[src/sv/mafb_pkg.sv]
`timescale 1ns / 1ps
`default_nettype none

package mafb_pkg;

    // Widest frame that margin art can match
    localparam int unsigned MaxWidth = 4096;

    // Configuration register indexes
    typedef enum logic [2:0] {
        CFG_ART_PRESENT    = 3'd0,
        CFG_FRAME_WIDTH    = 3'd1,
        CFG_MARGIN_WIDTH   = 3'd2,
        CFG_BRIGHTNESS     = 3'd3,
        CFG_BACKDROP_COLOR = 3'd4
    } t_cfg_index;

    localparam logic [3:0]  FullLevel  = 4'd15;
    localparam logic [31:0] RgbMask    = 32'h00ff_ffff;
    localparam logic [7:0]  AlphaOpaque = 8'hff;
    localparam logic [7:0]  AlphaClear  = 8'h00;
    localparam logic [7:0]  RoundHalf   = 8'd127;

    // Scale factor for floor(c * level / 15): (c * level * 2185) >> 15
    localparam int unsigned FadeShift = 15;
    localparam int unsigned FadeRecip = 2185;

    typedef logic [FadeShift-1:0] t_fade_k;

    function automatic t_fade_k fade_k(input logic [3:0] level);
        fade_k = t_fade_k'(level * FadeRecip);
    endfunction

    // Blend product stage: one 16-bit term per color channel
    typedef struct packed {
        logic        valid;
        logic        replaced;
        logic        opaque;
        logic        clear;
        logic [31:0] src;
        logic [31:0] dst;
        logic [2:0][15:0] term;
    } t_blend_stage;

endpackage

`default_nettype wire

[src/sv/margin_art_fade_and_blend_top.sv]
`timescale 1ns / 1ps
`default_nettype none

// Margin art compositor, one pixel per clock.
// Input channel: present i_column, i_frame_pixel and i_art_pixel with start high;
// an item is taken at each clock edge where start is high and busy is low.
// busy stays low, so a new item may be presented every cycle.
// Configuration channel: i_cfg_valid with i_cfg_index and i_cfg_data; o_cfg_ready
// is always high. Index 0 art_present, 1 frame_width, 2 margin columns per side,
// 3 brightness, 4 backdrop_color; other indexes are dropped. Write only while
// no pixel is in flight.
// Results: o_pixel_out and o_replaced appear with o_valid high for exactly one
// cycle per item, registered through the pipeline stages, and come out in order.
// The pipeline has four register stages: input capture, fade multiply,
// blend multiply, divide-by-255 and add. Throughput is one item per cycle.
// The receiver cannot stall; results are never held.
// Reset (synchronous, active low) empties the pipeline and sets the registers
// to art_present 0, frame_width 0, margin 0, brightness 15, backdrop 0.
module margin_art_fade_and_blend_top
    import mafb_pkg::*;
(
    input  wire logic        i_clk,
    input  wire logic        i_rst_n,
    input  wire logic        start,
    output logic             busy,
    input  wire logic [11:0] i_column,
    input  wire logic [31:0] i_frame_pixel,
    input  wire logic [31:0] i_art_pixel,
    input  wire logic        i_cfg_valid,
    output logic             o_cfg_ready,
    input  wire logic [2:0]  i_cfg_index,
    input  wire logic [31:0] i_cfg_data,
    output logic             o_valid,
    output logic [31:0]      o_pixel_out,
    output logic             o_replaced
);

    // Configuration registers
    logic        r_art_present;
    logic [12:0] r_frame_width;
    logic [11:0] r_margin_cols;
    logic [3:0]  r_brightness;
    logic [31:0] r_backdrop;

    assign busy        = 1'b0;
    assign o_cfg_ready = 1'b1;

    // Write configuration, drop unknown indexes
    always_ff @(posedge i_clk) begin
        if (!i_rst_n) begin
            r_art_present  <= 1'b0;
            r_frame_width  <= '0;
            r_margin_cols  <= '0;
            r_brightness   <= FullLevel;
            r_backdrop     <= '0;
        end else if (i_cfg_valid && o_cfg_ready) begin
            case (t_cfg_index'(i_cfg_index))
                CFG_ART_PRESENT:    r_art_present  <= i_cfg_data[0];
                CFG_FRAME_WIDTH:    r_frame_width  <= i_cfg_data[12:0];
                CFG_MARGIN_WIDTH:   r_margin_cols  <= i_cfg_data[11:0];
                CFG_BRIGHTNESS:     r_brightness   <= i_cfg_data[3:0];
                CFG_BACKDROP_COLOR: r_backdrop     <= i_cfg_data;
                default: ;
            endcase
        end
    end

    // Stage 0: capture the item
    logic        r_s0_valid;
    logic [11:0] r_s0_column;
    logic [31:0] r_s0_fpx;
    logic [31:0] r_s0_apx;

    always_ff @(posedge i_clk) begin
        if (!i_rst_n) begin
            r_s0_valid <= 1'b0;
        end else begin
            r_s0_valid <= start && !busy;
        end
    end

    always_ff @(posedge i_clk) begin
        r_s0_column <= i_column;
        r_s0_fpx    <= i_frame_pixel;
        r_s0_apx    <= i_art_pixel;
    end

    // Stage 1: decide replacement and fade the art
    logic        n_active;
    logic        n_in_margin;
    logic        n_match;
    logic [12:0] n_right_edge;
    logic [13:0] n_twice_margin;
    t_fade_k     n_k;
    logic [22:0] n_prod [3];
    logic [31:0] n_faded;

    always_comb begin
        n_twice_margin = {1'b0, r_margin_cols, 1'b0};
        n_active = r_art_present && (r_brightness != '0) && (r_margin_cols != '0) &&
                   ({1'b0, r_frame_width} > n_twice_margin) &&
                   (r_frame_width <= 13'(MaxWidth));
        n_right_edge = r_frame_width - {1'b0, r_margin_cols};
        n_in_margin  = (r_s0_column < r_margin_cols) ||
                       (({1'b0, r_s0_column} < r_frame_width) &&
                        ({1'b0, r_s0_column} >= n_right_edge));
        n_match = (r_s0_fpx == r_backdrop) || ((r_s0_fpx & RgbMask) == '0);

        n_k = fade_k(r_brightness);
        n_faded[31:24] = r_s0_apx[31:24];
        for (int ch = 0; ch < 3; ch++) begin
            n_prod[ch] = 23'(r_s0_apx[ch*8 +: 8]) * 23'(n_k);
            n_faded[ch*8 +: 8] = (r_brightness == FullLevel) ?
                                 r_s0_apx[ch*8 +: 8] : n_prod[ch][22:15];
        end
    end

    logic        r_s1_valid;
    logic        r_s1_replaced;
    logic [31:0] r_s1_src;
    logic [31:0] r_s1_dst;

    always_ff @(posedge i_clk) begin
        if (!i_rst_n) begin
            r_s1_valid <= 1'b0;
        end else begin
            r_s1_valid <= r_s0_valid;
        end
    end

    always_ff @(posedge i_clk) begin
        r_s1_replaced <= n_active && n_in_margin && n_match;
        r_s1_src      <= n_faded;
        r_s1_dst      <= r_s0_fpx;
    end

    // Stage 2: multiply frame pixel channels by inverse alpha
    t_blend_stage n_s2;
    t_blend_stage r_s2;
    logic [7:0]   n_inv;

    always_comb begin
        n_inv         = AlphaOpaque - r_s1_src[31:24];
        n_s2.valid    = r_s1_valid;
        n_s2.replaced = r_s1_replaced;
        n_s2.opaque   = (r_s1_src[31:24] == AlphaOpaque);
        n_s2.clear    = (r_s1_src[31:24] == AlphaClear);
        n_s2.src      = r_s1_src;
        n_s2.dst      = r_s1_dst;
        for (int ch = 0; ch < 3; ch++) begin
            n_s2.term[ch] = 16'(r_s1_dst[ch*8 +: 8]) * 16'(n_inv) + 16'(RoundHalf);
        end
    end

    always_ff @(posedge i_clk) begin
        if (!i_rst_n) begin
            r_s2 <= '0;
        end else begin
            r_s2 <= n_s2;
        end
    end

    // Stage 3: divide by 255, add source, select result
    logic [16:0] n_div_sum [3];
    logic [31:0] n_blend;
    logic [31:0] n_pixel;

    always_comb begin
        n_blend[31:24] = AlphaOpaque;
        for (int ch = 0; ch < 3; ch++) begin
            n_div_sum[ch] = 17'(r_s2.term[ch]) + 17'(r_s2.term[ch][15:8]) + 17'd1;
            n_blend[ch*8 +: 8] = r_s2.src[ch*8 +: 8] + n_div_sum[ch][15:8];
        end
        if (!r_s2.replaced) begin
            n_pixel = r_s2.dst;
        end else if (r_s2.opaque) begin
            n_pixel = r_s2.src;
        end else if (r_s2.clear) begin
            n_pixel = r_s2.dst;
        end else begin
            n_pixel = n_blend;
        end
    end

    logic        r_out_valid;
    logic        r_out_replaced;
    logic [31:0] r_out_pixel;

    always_ff @(posedge i_clk) begin
        if (!i_rst_n) begin
            r_out_valid <= 1'b0;
        end else begin
            r_out_valid <= r_s2.valid;
        end
    end

    always_ff @(posedge i_clk) begin
        r_out_pixel    <= n_pixel;
        r_out_replaced <= r_s2.replaced;
    end

    assign o_valid     = r_out_valid;
    assign o_pixel_out = r_out_pixel;
    assign o_replaced  = r_out_replaced;

endmodule

`default_nettype wire

[config.mk]
export PLATFORM = sky130hd
export DESIGN_NAME = margin_art_fade_and_blend_top
export DESIGN_NICKNAME = d
export VERILOG_FILES = /design/src/sv/mafb_pkg.sv /design/src/sv/margin_art_fade_and_blend_top.sv
export SDC_FILE = /design/constraint.sdc
export NUM_CORES = 2
export LEC_CHECK = 0
export ABC_AREA = 1
export BUFFER_PORTS_ARGS = -buffer_cell sky130_fd_sc_hd__clkbuf_2
export CORE_MARGIN = 3
export CORE_UTILIZATION = 30
export DETAILED_ROUTE_END_ITERATION = 10
export GPL_ROUTABILITY_DRIVEN = 0
export MAX_ROUTING_LAYER = met4
export PLACE_DENSITY = 0.47
export SYNTH_ARGS = -nofsm -noshare
export SYNTH_HDL_FRONTEND = slang
export SYNTH_SLANG_ARGS = --single-unit
[constraint.sdc]
create_clock -name i_clk -period 13.5 [get_ports i_clk]
set_clock_uncertainty 0.2 [all_clocks]
set_input_delay 1.35 -clock i_clk [delete_from_list [all_inputs] [get_ports i_clk]]
set_output_delay 1.35 -clock i_clk [all_outputs]
set_load 0.02 [all_outputs]
==> impl_metrics.py <==
metrics = {
    "floorplan": {
        "die_h_um": 328,
        "dieArea_mm2": 0.108,
        "ios": 151,
        "core_region_area_mm2": 0.102,
        "die_w_um": 328,
        "start_util_pct": 30.4,
        "rows": 117,
    },
    "route": {
        "vias": 25000,
        "wl_per_cell_um": 17.7,
        "drt_iter0_drc": 1542,
        "drt-total-wl_um": 97000,
        "drc": 0,
        "first_pass_iters": 5,
        "avgViaCountPerCell": 4.58,
        "ant_nets": 0,
    },
    "worst_setup_path": {
        "worstSetupPathType": "reg -> reg",
        "cp_max_fo": 26,
        "rr_endpoint": "r_s1_src[7]$_DFF_P_",
        "rr_worst_depth": 24,
        "cp_data_arrival_time_ps": 7470,
        "start_kind": "register",
        "reg2reg_from": "r_brightness[2]$_SDFFE_PN1P_",
        "worstPathRequired_ps": 13770,
        "reg2reg_setup_slack_ps": 6300,
        "crit_path_end_kind": "register",
    },
    "global_route": {
        "grt_pass1_vias": 26100,
        "grt_overflow": 0,
        "grt_pass1_wl_um": 151000,
        "grt_antenna_before_repair": 5,
        "grt_usage_pct": 18.8,
        "grt_max_degree": 96,
    },
    "power_and_ir_drop": {
        "powerDensity_mw_per_mm2": 170,
        "vdd_drop_max_v": 0.0000963,
        "totalPowerFinal_mw": 5.93,
        "p_leak_nw": 18.7,
    },
    "synthesis": {
        "synth_edf_count": 0,
        "synth_seq_cells": 355,
        "synth_cell_types": 54,
        "synth-main-ff-cell": "dfxtp_1",
        "yosysWarnings": 0,
        "ys_seq_area_share_pct": 22.9,
        "synth_nets": 4762,
        "avgSynthCellArea_um2": 7.85,
        "syn_inst": 3961,
        "synthArstFlopShare_pct": 0,
        "syn-cell-area_mm2": 0.0311,
    },
    "final_layout": {
        "fin_area_mm2": 0.0348,
        "area_growth_pct": 11.9,
        "multi_input_area_mm2": 0.0204,
        "nFillCells": 10900,
        "drive_above_1_share_pct": 7.12,
        "register_area_mm2": 0.00711,
        "nNetsFinal": 4868,
        "final_cells": 5473,
    },
    "sta": {
        "rsz0062_at_grt": "no",
        "min_period_over_period_pct": 53.4,
        "holdWs_ps": 127,
        "hold_viol": 0,
        "tightestPinTransition_ps": 1050,
        "fmax_mhz": 139,
        "setup_viol": 0,
        "setup_tns_ps": 0,
        "max_slew_margin_pct": 29.9,
        "period_needed_ps": 7200,
        "report.final.slew_viol_count": 0,
    },
    "clock_tree": {
        "worstSkewPairLatency_ps": 640,
        "h-tree-depth": 2,
        "cts.repair.resized": 0,
        "cts_root_buffer": "clkbuf_16",
        "cts_sinks": 355,
        "postCtsSetupBuffers": 0,
        "postCtsHoldBufs": 0,
        "clk_pin_slew_ps": 70,
        "cts_tree": "yes",
        "cts_made_buffers": 46,
        "clk_path_buf_depth": 3,
    },
    "worst_hold_path": {
        "hp-start": "r_s0_apx[29]$_DFF_P_",
        "hold_class": "reg -> reg",
        "hold_depth": 0,
        "hold_end": "r_s1_src[29]$_DFF_P_",
    },
    "placed_design": {
        "dp.cells": 5387,
        "port_buffers": 148,
        "placed_cell_area_mm2": 0.0332,
        "dpl.hpwl_um": 78900,
    },
    "job": {
        "maxCapViolCount": 0,
    },
    "run_status": {
        "status": "finished, final reports clean",
    },
}
worst max path at each step:
stage,startpoint,end,slack (ps)
3_5_place_dp,r_brightness[2]$_SDFFE_PN1P_,r_s1_src[7]$_DFF_P_,6340
2_1_floorplan,r_brightness[0]$_SDFFE_PN1P_,r_s1_src[7]$_DFF_P_,8270
3_3_place_gp,r_brightness[2]$_SDFFE_PN1P_,r_s1_src[7]$_DFF_P_,6530
4_1_cts,r_brightness[2]$_SDFFE_PN1P_,r_s1_src[7]$_DFF_P_,6270
6_report,r_brightness[2]$_SDFFE_PN1P_,r_s1_src[7]$_DFF_P_,6300
5_1_grt,r_brightness[2]$_SDFFE_PN1P_,r_s1_src[7]$_DFF_P_,5730
Yosys cell counts, types with 7 or more instances:
cell        n  share of area, %
nor3_1     29              0.47
o21ai_1    12              0.19
dfxtp_1   355                23
nand3_1   102               1.6
inv_1     828                10
nand4_1    23              0.46
o21bai_1   27              0.65
a21o_1     14              0.34
o22ai_1    27              0.54
xor2_1     50               1.4
a31oi_1    13              0.26
a21boi_0    7              0.17
xnor2_1    30              0.84
nand2_1   726               8.8
nor2_1    446               5.4
clkbuf_1   78              0.94
a21oi_1   210               3.4
inv_2       8             0.097
ha_1      334                13
o21ai_0   164               2.6
buf_2      15              0.24
nor2_2      8              0.16
nor4_1     19              0.38
fa_1      352                23
or2_2      10              0.20
metrics by stage:
step / setup slack (ps) / util, %
2_1_floorplan: 8270 / -
3_3_place_gp: 6530 / 32.5
3_5_place_dp: 6340 / 32.5
4_1_cts: 6270 / 34.0
5_1_grt: 5730 / 34.0
6_report: 6300 / 34.0
report_power, final:
group	internal [mW]	switching, mW
logic	1.24	2.10
clock network	0.746	0.533
registers	1.18	0.139
total	3.16	2.77
layout make-up:
type                    instances  area share [%]
repair buffers                164            2.48
inverters                     843            9.10
flip-flops and latches        355            20.4
multi-input cells            2657            58.6
well taps                    1368            4.92
clock buffers                  58            3.61
clock inverters                27           0.870
diodes                          1         0.00719
sequential cells by signal, summed over array words and instances (netlist names), 13 cells and up:
name and count:
r_s1_dst 32, o_pixel_out 32, r_s0_apx 32, r_frame_width 13
r_s0_fpx 32, r_backdrop 32, r_s1_src 32, r_s2 116
cells by family after synthesis:
kind of cell	after synthesis	share of synthesized area [%]
xor+xnor	80	2.25
fa+ha+maj	686	36.1
flops	355	22.9
buf+inv	949	11.6
compound gates	509	9.12
simple gates	1380	18.0
other cells	2	0.0241
cells in the final DEF (no fill, tap or decap), drive strengths merged, types with 4 or more instances in the layout:
master,n
a211oi,5
o22ai,27
clkinv,22
a21oi,210
nor3,30
a21boi,7
a31oi,13
nand3,104
o21bai,27
nor2,456
clkbuf,205
dfxtp,355
fa,352
ha,334
xor2,50
xnor2,30
nand3b,5
inv,842
bufinv,4
o21ai,180
a21o,14
nand4,25
buf,17
o21a,6
nand2,730
or2,10
nor4,19
critical path, stage by stage, from the launching register on:
cell	delay, ps
dfxtp_1	950
inv_1	240
nor2_2	200
inv_2	90
nor2_8	260
inv_2	120
nor2_4	520
nor2_2	270
inv_2	320
nor2_1	100
fa_1	500
fa_1	530
fa_1	560
inv_1	60
fa_1	530
inv_1	40
ha_1	310
a21oi_1	190
a21boi_0	270
o21ai_0	140
nand2_1	80
nand3_1	100
or2_2	280
nand3_1	60
o21ai_0	110
metal layers:
| metal | track usage (%) | part of all wire (%) |
|---|---|---|
| met1 | 24.2 | 46 |
| met2 | 29.8 | 45 |
| met3 | 4.21 | 6.2 |
| met4 | 5.00 | 2.8 |
| met5 | - | 0 |
No activity file was read; power rests on OpenSTA's default activity.
